**src/rtl/jesc_pkg.sv**
```systemverilog
// shared types, constants and helpers for the julia escape-time pixel unit
`timescale 1ns / 1ps

package jesc_pkg;

    // fixed field widths
    localparam int IDX_W     = 9;
    localparam int COLOR_W   = 8;
    localparam int VAL_W     = 32;
    localparam int STEP_W    = 31;
    localparam int PROD_W    = 2 * VAL_W;
    localparam int SAT_W     = PROD_W + 2;
    localparam int APB_ADDR_W = 5;
    localparam int APB_DATA_W = 32;

    // parameter defaults
    localparam int COLUMNS_DEF   = 512;
    localparam int ROWS_DEF      = 512;
    localparam int FRAC_BITS_DEF = 28;

    // register indexes (byte address 4*i)
    localparam logic [2:0] REG_C_REAL   = 3'd0;
    localparam logic [2:0] REG_C_IMAG   = 3'd1;
    localparam logic [2:0] REG_ORIGIN_X = 3'd2;
    localparam logic [2:0] REG_ORIGIN_Y = 3'd3;
    localparam logic [2:0] REG_STEP_X   = 3'd4;
    localparam logic [2:0] REG_STEP_Y   = 3'd5;
    localparam logic [2:0] REG_MAX_ITER = 3'd6;

    // register reset values
    localparam logic [VAL_W-1:0]   C_REAL_RST   = 32'hF3333333;
    localparam logic [VAL_W-1:0]   C_IMAG_RST   = 32'hFD810625;
    localparam logic [VAL_W-1:0]   ORIGIN_X_RST = 32'hE0000000;
    localparam logic [VAL_W-1:0]   ORIGIN_Y_RST = 32'hE0000000;
    localparam logic [STEP_W-1:0]  STEP_X_RST   = 31'd2097152;
    localparam logic [STEP_W-1:0]  STEP_Y_RST   = 31'd2097152;
    localparam logic [COLOR_W-1:0] MAX_ITER_RST = 8'd255;

    typedef struct packed {
        logic signed [VAL_W-1:0] c_real;
        logic signed [VAL_W-1:0] c_imag;
        logic signed [VAL_W-1:0] origin_x;
        logic signed [VAL_W-1:0] origin_y;
        logic [STEP_W-1:0]       step_x;
        logic [STEP_W-1:0]       step_y;
        logic [COLOR_W-1:0]      max_iter;
    } cfg_t;

    // clamp a wide signed value into the 32-bit signed range
    function automatic logic signed [VAL_W-1:0] sat32(input logic signed [SAT_W-1:0] v);
        logic [SAT_W-VAL_W:0] hi;
        logic signed [VAL_W-1:0] r;
        hi = v[SAT_W-1:VAL_W-1];
        if ((&hi) || !(|hi))
            r = v[VAL_W-1:0];
        else if (v[SAT_W-1])
            r = {1'b1, {(VAL_W-1){1'b0}}};
        else
            r = {1'b0, {(VAL_W-1){1'b1}}};
        return r;
    endfunction

endpackage

```
**src/rtl/jesc_cfg.sv**
```systemverilog
// apb register bank holding the escape-time settings
`timescale 1ns / 1ps

module jesc_cfg
(
    input  logic                               clk,
    input  logic                               rst_n,
    input  logic                               psel,
    input  logic                               penable,
    input  logic                               pwrite,
    input  logic [jesc_pkg::APB_ADDR_W-1:0]    paddr,
    input  logic [jesc_pkg::APB_DATA_W-1:0]    pwdata,
    output logic [jesc_pkg::APB_DATA_W-1:0]    prdata,
    output logic                               pready,
    output jesc_pkg::cfg_t                     cfg
);

    jesc_pkg::cfg_t cfg_reg;
    logic [2:0]     reg_idx;
    logic           wr_en;

    assign reg_idx = paddr[jesc_pkg::APB_ADDR_W-1:2];
    assign pready  = 1'b1;
    assign wr_en   = psel && penable && pwrite && pready;
    assign cfg     = cfg_reg;

    always_ff @(posedge clk or negedge rst_n)
    begin
        if (!rst_n)
        begin
            cfg_reg.c_real   <= jesc_pkg::C_REAL_RST;
            cfg_reg.c_imag   <= jesc_pkg::C_IMAG_RST;
            cfg_reg.origin_x <= jesc_pkg::ORIGIN_X_RST;
            cfg_reg.origin_y <= jesc_pkg::ORIGIN_Y_RST;
            cfg_reg.step_x   <= jesc_pkg::STEP_X_RST;
            cfg_reg.step_y   <= jesc_pkg::STEP_Y_RST;
            cfg_reg.max_iter <= jesc_pkg::MAX_ITER_RST;
        end
        else if (wr_en)
        begin
            unique case (reg_idx)
                jesc_pkg::REG_C_REAL:   cfg_reg.c_real   <= pwdata;
                jesc_pkg::REG_C_IMAG:   cfg_reg.c_imag   <= pwdata;
                jesc_pkg::REG_ORIGIN_X: cfg_reg.origin_x <= pwdata;
                jesc_pkg::REG_ORIGIN_Y: cfg_reg.origin_y <= pwdata;
                jesc_pkg::REG_STEP_X:   cfg_reg.step_x   <= pwdata[jesc_pkg::STEP_W-1:0];
                jesc_pkg::REG_STEP_Y:   cfg_reg.step_y   <= pwdata[jesc_pkg::STEP_W-1:0];
                jesc_pkg::REG_MAX_ITER: cfg_reg.max_iter <= pwdata[jesc_pkg::COLOR_W-1:0];
                default:                ;
            endcase
        end
    end

    always_comb
    begin
        unique case (reg_idx)
            jesc_pkg::REG_C_REAL:   prdata = cfg_reg.c_real;
            jesc_pkg::REG_C_IMAG:   prdata = cfg_reg.c_imag;
            jesc_pkg::REG_ORIGIN_X: prdata = cfg_reg.origin_x;
            jesc_pkg::REG_ORIGIN_Y: prdata = cfg_reg.origin_y;
            jesc_pkg::REG_STEP_X:   prdata = jesc_pkg::APB_DATA_W'(cfg_reg.step_x);
            jesc_pkg::REG_STEP_Y:   prdata = jesc_pkg::APB_DATA_W'(cfg_reg.step_y);
            jesc_pkg::REG_MAX_ITER: prdata = jesc_pkg::APB_DATA_W'(cfg_reg.max_iter);
            default:                prdata = '0;
        endcase
    end

endmodule

```
**src/rtl/jesc_mul.sv**
```systemverilog
// shared signed 32x32 multiplier with registered product
`timescale 1ns / 1ps

module jesc_mul
(
    input  logic                                   clk,
    input  logic signed [jesc_pkg::VAL_W-1:0]      op_a,
    input  logic signed [jesc_pkg::VAL_W-1:0]      op_b,
    output logic signed [jesc_pkg::PROD_W-1:0]     prod
);

    logic signed [jesc_pkg::PROD_W-1:0] prod_reg;
    logic signed [jesc_pkg::PROD_W-1:0] prod_next;

    assign prod_next = jesc_pkg::PROD_W'(op_a) * jesc_pkg::PROD_W'(op_b);
    assign prod      = prod_reg;

    always_ff @(posedge clk)
    begin
        prod_reg <= prod_next;
    end

endmodule

```
**src/rtl/jesc_core.sv**
```systemverilog
// sequencer driving the shared multiplier through one pixel's escape iterations
`timescale 1ns / 1ps

module jesc_core
#(
    parameter int COLUMNS   = jesc_pkg::COLUMNS_DEF,
    parameter int ROWS      = jesc_pkg::ROWS_DEF,
    parameter int FRAC_BITS = jesc_pkg::FRAC_BITS_DEF
)
(
    input  logic                              clk,
    input  logic                              rst_n,
    input  jesc_pkg::cfg_t                    cfg,
    input  logic                              in_valid,
    output logic                              in_stall,
    input  logic [jesc_pkg::IDX_W-1:0]        column,
    input  logic [jesc_pkg::IDX_W-1:0]        row,
    output logic                              res_valid,
    input  logic                              res_ready,
    output logic [jesc_pkg::COLOR_W-1:0]      res_color
);

    localparam int IDX_W   = jesc_pkg::IDX_W;
    localparam int VAL_W   = jesc_pkg::VAL_W;
    localparam int PROD_W  = jesc_pkg::PROD_W;
    localparam int SAT_W   = jesc_pkg::SAT_W;
    localparam int COLOR_W = jesc_pkg::COLOR_W;
    localparam int QP_W    = 2 * IDX_W + 2;
    // floor(x / d) = (x * rcp) >> sh, exact for every 9-bit index
    localparam int COL_SH  = IDX_W + $clog2(COLUMNS);
    localparam int ROW_SH  = IDX_W + $clog2(ROWS);
    localparam int COL_RCP = ((1 << COL_SH) + COLUMNS - 1) / COLUMNS;
    localparam int ROW_RCP = ((1 << ROW_SH) + ROWS - 1) / ROWS;
    localparam int CMP_W   = (FRAC_BITS + 4 > VAL_W + 2) ? FRAC_BITS + 4 : VAL_W + 2;
    localparam logic signed [CMP_W-1:0] FOUR = $signed(CMP_W'(1) << (FRAC_BITS + 2));

    typedef enum logic [3:0] {
        S_IDLE,
        S_QUO,
        S_REM,
        S_MULX,
        S_MULY,
        S_INIT,
        S_SQ0,
        S_SQR,
        S_SQI,
        S_UPD,
        S_DONE
    } state_t;

    state_t                    state_reg, state_next;
    logic [COLOR_W-1:0]        count_reg, count_next;
    logic [IDX_W-1:0]          col_reg, col_next;
    logic [IDX_W-1:0]          row_reg, row_next;
    logic [IDX_W-1:0]          col_quo_reg, col_quo_next;
    logic [IDX_W-1:0]          row_quo_reg, row_quo_next;
    logic signed [VAL_W-1:0]   zr_reg, zr_next;
    logic signed [VAL_W-1:0]   zi_reg, zi_next;
    logic signed [VAL_W-1:0]   zrs_reg, zrs_next;
    logic signed [VAL_W-1:0]   zis_reg, zis_next;
    logic [COLOR_W-1:0]        color_reg, color_next;

    logic signed [VAL_W-1:0]   mul_a, mul_b;
    logic signed [PROD_W-1:0]  prod;
    logic signed [PROD_W-1:0]  prod_sq;
    logic signed [PROD_W-1:0]  prod_x2;
    logic [QP_W-1:0]           col_qprod, row_qprod;
    logic [IDX_W-1:0]          col_quo, row_quo;
    logic [COLOR_W-1:0]        cap;
    logic [COLOR_W-1:0]        cnt_inc;
    logic signed [CMP_W-1:0]   zsum;
    logic                      go_on;

    jesc_mul u_mul
    (
        .clk  (clk),
        .op_a (mul_a),
        .op_b (mul_b),
        .prod (prod)
    );

    assign in_stall  = (state_reg != S_IDLE);
    assign res_valid = (state_reg == S_DONE);
    assign res_color = color_reg;

    // floor shifts of the product: square and doubled cross term
    assign prod_sq = prod >>> FRAC_BITS;
    assign prod_x2 = prod >>> (FRAC_BITS - 1);

    // index wrap: reciprocal quotient registered in S_QUO, remainder formed in S_REM
    assign col_qprod = QP_W'(col_reg) * QP_W'(COL_RCP);
    assign row_qprod = QP_W'(row_reg) * QP_W'(ROW_RCP);
    assign col_quo   = IDX_W'(col_qprod >> COL_SH);
    assign row_quo   = IDX_W'(row_qprod >> ROW_SH);

    assign cap     = (cfg.max_iter == '0) ? COLOR_W'(1) : cfg.max_iter;
    assign cnt_inc = count_reg + COLOR_W'(1);
    assign zsum    = CMP_W'(zrs_reg) + CMP_W'(zis_reg);
    assign go_on   = (zsum < FOUR) && (cnt_inc < cap);

    // multiplier operand selection
    always_comb
    begin
        unique case (state_reg)
            S_MULX:
            begin
                mul_a = $signed({1'b0, cfg.step_x});
                mul_b = $signed(VAL_W'(col_reg));
            end
            S_MULY:
            begin
                mul_a = $signed({1'b0, cfg.step_y});
                mul_b = $signed(VAL_W'(row_reg));
            end
            S_INIT, S_SQ0:
            begin
                mul_a = zr_reg;
                mul_b = zr_reg;
            end
            S_SQR:
            begin
                mul_a = zi_reg;
                mul_b = zi_reg;
            end
            default:
            begin
                mul_a = zr_reg;
                mul_b = zi_reg;
            end
        endcase
    end

    always_comb
    begin
        state_next   = state_reg;
        count_next   = count_reg;
        col_next     = col_reg;
        row_next     = row_reg;
        col_quo_next = col_quo_reg;
        row_quo_next = row_quo_reg;
        zr_next      = zr_reg;
        zi_next      = zi_reg;
        zrs_next     = zrs_reg;
        zis_next     = zis_reg;
        color_next   = color_reg;
        unique case (state_reg)
            S_IDLE:
            begin
                if (in_valid)
                begin
                    col_next   = column;
                    row_next   = row;
                    count_next = '0;
                    state_next = S_QUO;
                end
            end
            S_QUO:
            begin
                col_quo_next = col_quo;
                row_quo_next = row_quo;
                state_next   = S_REM;
            end
            S_REM:
            begin
                col_next   = col_reg - IDX_W'(col_quo_reg * COLUMNS);
                row_next   = row_reg - IDX_W'(row_quo_reg * ROWS);
                state_next = S_MULX;
            end
            S_MULX:
                state_next = S_MULY;
            S_MULY:
            begin
                zr_next    = jesc_pkg::sat32(SAT_W'(cfg.origin_x) + SAT_W'(prod));
                state_next = S_INIT;
            end
            S_INIT:
            begin
                zi_next    = jesc_pkg::sat32(SAT_W'(cfg.origin_y) + SAT_W'(prod));
                state_next = S_SQR;
            end
            S_SQ0:
                state_next = S_SQR;
            S_SQR:
            begin
                zrs_next   = jesc_pkg::sat32(SAT_W'(prod_sq));
                state_next = S_SQI;
            end
            S_SQI:
            begin
                zis_next   = jesc_pkg::sat32(SAT_W'(prod_sq));
                state_next = S_UPD;
            end
            S_UPD:
            begin
                zi_next    = jesc_pkg::sat32(SAT_W'(prod_x2) + SAT_W'(cfg.c_imag));
                zr_next    = jesc_pkg::sat32(SAT_W'(zrs_reg) - SAT_W'(zis_reg)
                                             + SAT_W'(cfg.c_real));
                count_next = cnt_inc;
                if (go_on)
                    state_next = S_SQ0;
                else
                begin
                    color_next = count_reg;
                    state_next = S_DONE;
                end
            end
            S_DONE:
            begin
                if (res_ready)
                    state_next = S_IDLE;
            end
            default:
                state_next = S_IDLE;
        endcase
    end

    always_ff @(posedge clk or negedge rst_n)
    begin
        if (!rst_n)
        begin
            state_reg <= S_IDLE;
            count_reg <= '0;
        end
        else
        begin
            state_reg <= state_next;
            count_reg <= count_next;
        end
    end

    always_ff @(posedge clk)
    begin
        col_reg     <= col_next;
        row_reg     <= row_next;
        col_quo_reg <= col_quo_next;
        row_quo_reg <= row_quo_next;
        zr_reg      <= zr_next;
        zi_reg      <= zi_next;
        zrs_reg     <= zrs_next;
        zis_reg     <= zis_next;
        color_reg   <= color_next;
    end

    // iteration count stays under the cap while iterating
    a_count_cap: assert property (@(posedge clk) disable iff (!rst_n)
        state_reg == S_UPD |-> count_reg < cap)
        else $error("iteration count reached cap inside loop");

    // index reduction leaves the pixel inside the image
    a_index_range: assert property (@(posedge clk) disable iff (!rst_n)
        state_reg == S_MULX |-> (col_reg < COLUMNS) && (row_reg < ROWS))
        else $error("pixel index not reduced into image");

    // a finished result is held until taken
    a_result_hold: assert property (@(posedge clk) disable iff (!rst_n)
        (state_reg == S_DONE) && !res_ready |=> (state_reg == S_DONE) && $stable(color_reg))
        else $error("result dropped before hand-off");

    // squares are never negative
    a_square_sign: assert property (@(posedge clk) disable iff (!rst_n)
        state_reg == S_SQI |-> !zrs_reg[VAL_W-1])
        else $error("negative real square");

endmodule

```
**src/rtl/julia_escape_time_pixel_unit.sv**
```systemverilog
// top level of the julia-set escape-time pixel unit
`timescale 1ns / 1ps

// channel   | direction | handshake          | payload
// ----------+-----------+--------------------+------------------------------
// pixel in  | in        | in_valid/in_stall  | column[8:0], row[8:0]
// color out | out       | out_valid/out_stall| color[7:0]
// config    | in        | apb psel/penable   | paddr[4:0], pwdata/prdata[31:0]
//
// a pixel passes through the index wrap, the start-point products and n iterations
// before its result is offered, n being the iteration count (1..max_iter);
// the single shared 32x32 multiplier is used three times per iteration plus an
// update state, and the index wrap has two steps (reciprocal quotient, remainder)
// reset (rst_n, asynchronous, active low) returns settings and control registers to their defaults
// in_stall is high from acceptance until the result moves to the output register
// a stalled output holds; the next request is accepted while it waits

module julia_escape_time_pixel_unit
#(
    parameter int COLUMNS   = jesc_pkg::COLUMNS_DEF,
    parameter int ROWS      = jesc_pkg::ROWS_DEF,
    parameter int FRAC_BITS = jesc_pkg::FRAC_BITS_DEF
)
(
    input  logic                               clk,
    input  logic                               rst_n,
    // pixel request
    input  logic                               in_valid,
    output logic                               in_stall,
    input  logic [jesc_pkg::IDX_W-1:0]         column,
    input  logic [jesc_pkg::IDX_W-1:0]         row,
    // color result
    output logic                               out_valid,
    input  logic                               out_stall,
    output logic [jesc_pkg::COLOR_W-1:0]       color,
    // configuration port
    input  logic                               psel,
    input  logic                               penable,
    input  logic                               pwrite,
    input  logic [jesc_pkg::APB_ADDR_W-1:0]    paddr,
    input  logic [jesc_pkg::APB_DATA_W-1:0]    pwdata,
    output logic [jesc_pkg::APB_DATA_W-1:0]    prdata,
    output logic                               pready
);

    jesc_pkg::cfg_t                 cfg;
    logic                           res_valid;
    logic                           res_ready;
    logic [jesc_pkg::COLOR_W-1:0]   res_color;
    logic                           out_valid_reg, out_valid_next;
    logic [jesc_pkg::COLOR_W-1:0]   color_reg, color_next;

    // settings registers
    jesc_cfg u_cfg
    (
        .clk     (clk),
        .rst_n   (rst_n),
        .psel    (psel),
        .penable (penable),
        .pwrite  (pwrite),
        .paddr   (paddr),
        .pwdata  (pwdata),
        .prdata  (prdata),
        .pready  (pready),
        .cfg     (cfg)
    );

    // iteration engine
    jesc_core
    #(
        .COLUMNS   (COLUMNS),
        .ROWS      (ROWS),
        .FRAC_BITS (FRAC_BITS)
    )
    u_core
    (
        .clk       (clk),
        .rst_n     (rst_n),
        .cfg       (cfg),
        .in_valid  (in_valid),
        .in_stall  (in_stall),
        .column    (column),
        .row       (row),
        .res_valid (res_valid),
        .res_ready (res_ready),
        .res_color (res_color)
    );

    // output register: holds one result, so the engine is freed while that result waits on a stall
    assign res_ready = !out_valid_reg || !out_stall;
    assign out_valid = out_valid_reg;
    assign color     = color_reg;

    always_comb
    begin
        out_valid_next = out_valid_reg;
        color_next     = color_reg;
        if (res_valid && res_ready)
        begin
            out_valid_next = 1'b1;
            color_next     = res_color;
        end
        else if (!out_stall)
            out_valid_next = 1'b0;
    end

    always_ff @(posedge clk or negedge rst_n)
    begin
        if (!rst_n)
            out_valid_reg <= 1'b0;
        else
            out_valid_reg <= out_valid_next;
    end

    always_ff @(posedge clk)
    begin
        color_reg <= color_next;
    end

endmodule

```
**config.mk**
```make
export PLATFORM = sky130hd
export DESIGN_NAME = julia_escape_time_pixel_unit
export DESIGN_NICKNAME = d
export VERILOG_FILES = /design/src/rtl/jesc_pkg.sv /design/src/rtl/jesc_cfg.sv /design/src/rtl/jesc_mul.sv /design/src/rtl/jesc_core.sv /design/src/rtl/julia_escape_time_pixel_unit.sv
export SDC_FILE = /design/constraint.sdc
export NUM_CORES = 2
export LEC_CHECK = 0
export BUFFER_PORTS_ARGS = -buffer_cell sky130_fd_sc_hd__buf_2
export CORE_ASPECT_RATIO = 1.4
export CORE_MARGIN = 5
export CORE_UTILIZATION = 55
export DETAILED_ROUTE_END_ITERATION = 7
export PLACE_DENSITY = 0.71
export SLEW_MARGIN = 20
export SYNTH_ARGS = -nofsm -noshare
export SYNTH_HDL_FRONTEND = slang
export SYNTH_SLANG_ARGS = --single-unit
export TNS_END_PERCENT = 1
```
**constraint.sdc**
```tcl
create_clock -name clk -period 14.5 [get_ports clk]
set_input_delay 3.625 -clock clk [delete_from_list [all_inputs] [get_ports clk]]
set_output_delay 3.625 -clock clk [all_outputs]
set_load 0.02 [all_outputs]
```
==> metrics.md <==
| Metric | Value |
|---|---|
| # DRC | `0` |
| Hold Buf Count CTS | `0` |
| Total routed wirelength | `233000 µm` |
| Gr busiest metal | `met2` |
| First-pass GRT wire length | `353000 µm` |
| Most frequent cell after synthesis | `inv_1` |
| Vias per cell | `6.15` |
| Register bit total from synthesis | `437` |
| Slowest cell on the critical path | `nor3_2` |
| Max Cap Viol | `0` |
| Clock sink total | `437` |
| Top cell type by total area after synthesis | `fa_1` |
| Layout cell share with drive strength beyond 1 | `0.0811` |
| Synth area leaders | `fa_1 (33%), ha_1 (7.9%), edfxtp_1 (7.2%)` |
| CTS buffer count | `45` |
| Post-synthesis cell area | `0.0673 mm²` |
| Die area | `0.130 mm²` |
| Area growth from synthesis to layout | `5.81%` |
| Fin nets | `8949` |
| ANT nets after route | `0` |
| Die height | `424 µm` |
| RSZ-0062 raised after global routing | `no` |
| Met1 Resource Use GR | `0.433` |
| # rows | `152` |
| Ports | `105` |
| Vias in the first global route | `58400` |
| Largest net degree at the start of global routing | `78` |
| Sequential fraction of the synthesis area | `0.171` |
| Yosys warning count | `0` |
| WL/cell | `25.9 µm` |
| Final Max Tran Viols | `0` |
| Max frequency | `81.7 MHz` |
| Max transition margin | `0.176` |
| Worst setup EP type | `register` |
| PnR worst setup slack | `2260 ps` |
| Setup_tns | `0 ps` |
| Buf+Inv Stages, Crit Path | `7` |
| Clock-pin slew on the worst setup and hold paths | `70 ps` |
| HP Class | `register to register` |
| Finished Cell Area | `0.0712 mm²` |
| H-tree Lvls | `2` |
| Final hold viol count | `0` |
| Longest Clk Path Bufs | `3` |
| CP Launch Type | `register` |
| GRT met3 Usage | `0.0626` |
| Number of distinct library cells after synthesis | `97` |
| Antenna violations before repair | `18` |
| Post-synth EDFFs | `162` |
| Core area | `0.122 mm²` |
| Initial Utilization | `0.551` |
| Actual slew at the worst max-slew pin | `1240 ps` |
| # Post-CTS Setup Buffers | `0` |
| Number of flip-flops in the largest register | `198` |
| Pre-CTS setup slack | `2420 ps` |
| GR Util met2 | `0.595` |
| # port buffers | `101` |
| Gp weighted congestion | `1.02` |
| Final HPWL DP | `189000 µm` |
| Synth top cells by count | `inv_1 (1244), fa_1 (1117), nand2_1 (815), nor2_1 (769), ha_1 (423)` |
| Final setup fails | `0` |
| Drt pass-1 iters | `6` |
| Clk_lat worst skew | `620 ps` |
| Critical path's top delay family | `adder cells` |
| CTS tree | `built` |
| Syn nets | `9027` |
| Die W | `306 µm` |
| Vias after detailed routing | `55500` |
| Synth async-reset ratio | `0.483` |
| Top fanout value on the critical path | `32` |
| GRT Overall Usage | `0.359` |
| Tcrit/Tclk final | `0.844` |
| Total congestion overflow | `0` |
| CP arrival | `12730 ps` |
| Post-CTS resize count | `0` |
| Mean area per synthesized cell | `9.07 µm²` |
| Placed cell area | `0.0696 mm²` |
| Critical path class | `register to register` |
| Critical Path Most Common Cell | `fa_1` |
| Mapped Cells | `7425` |
| CTS Root Cell | `clkbuf_16` |
| Area fraction of the dominant cell type after synthesis | `0.332` |
| Final Skew | `38.3 ps` |
| First DRT Iteration DRCs | `5010` |
| Status | `finished, final reports clean` |
| Tmin final | `12240 ps` |
| Req. time, crit path | `14990 ps` |
| Delay of the slowest critical-path stage | `890 ps` |
| Most used DFF post-synth | `dfrtp_1` |
==> area by class of cell <==
cell class                      count  area (µm²)
Multi-Input combinational cell   5385       49900
Antenna cell                       13        32.5
Sequential cell                   437       11500
Clock buffer                       64        1350
Fill cell                       10800       50900
Tap cell                         1617        2020
Timing Repair Buffer              233        1510
Inverter                         1245        4670
Clock inverter                     20         235
==> cells in the final DEF (no fill, tap or decap), types with 86 or more instances in the layout <==
cell type,instances
ha_1,423
nor2_1,761
fa_1,1117
nand3_1,123
o21ai_0,212
buf_4,132
mux2_2,164
buf_2,100
dfrtp_1,163
inv_1,1244
nand4_1,86
edfxtp_1,162
a22oi_1,130
nand2_1,815
a21o_1,185
xnor2_1,153
a21oi_1,325
==> path summary, 6_finish.rpt <==
| path | end | cells past startpoint | slack [ps] | start |
|---|---|---|---|---|
| worst min register to register | color[7] | 0 | 420 | u_core.res_color[7] |
| min in group asynchronous | u_core.count_reg[7] | 1 | 2950 | rst_n |
| worst min-delay path | color[7] | 0 | 420 | u_core.res_color[7] |
| worst max register to register | u_core.u_mul.prod[57] | 35 | 2260 | u_core.state_reg[3] |
| max in group asynchronous | u_cfg.cfg[189] | 3 | 9160 | rst_n |
| worst max-delay path | u_core.u_mul.prod[57] | 35 | 2260 | u_core.state_reg[3] |
==> cell families (layout without fill, tap and decap cells) <==
kind of cell               Yosys count  after routing  synth area share
and+or+nand+nor                   2085           2085             0.133
buffers and inverters             1603           1562            0.0907
adders and majority gates         1540           1540             0.411
AOI/OAI and AO/OA                 1350           1350             0.135
DFF                                437            437             0.171
xor gates and xnor gates           236            236            0.0307
muxes                              173            173            0.0288
other                                1             14         0.0000557
==> per-layer routing <==
| metal | part of all wire | up-vias |
|---|---|---|
| met5 | 0.00022 | - |
| met1 | 0.36 | 28100 |
| met3 | 0.084 | 784 |
| li1 | - | 24000 |
| met2 | 0.47 | 2596 |
| met4 | 0.086 | 6 |
==> stage by stage <==
stage / utilization / std cells / hold WS [ps]
CTS: 0.583 / 9001 / 421
floorplan: - / 7425 / 400
global placement: 0.570 / 8917 / 404
global route: 0.583 / 9003 / 428
finish: 0.583 / 9014 / 420
detailed placement: 0.570 / 8917 / 406
==> worst register-to-register path, delay by kind of cell (launching register included) <==
kind	cells	cell delay, ps
adder cells (fa/ha/maj)	9	4260
AO/OA/AOI/OAI	10	3160
AND/OR/NAND/NOR	8	2980
buffers and inverters	7	1120
flip-flops	1	470
XOR/XNOR	1	130
Power is not shown: default switching activity piles up to over one toggle a cycle in this logic, so the estimate is an artifact.
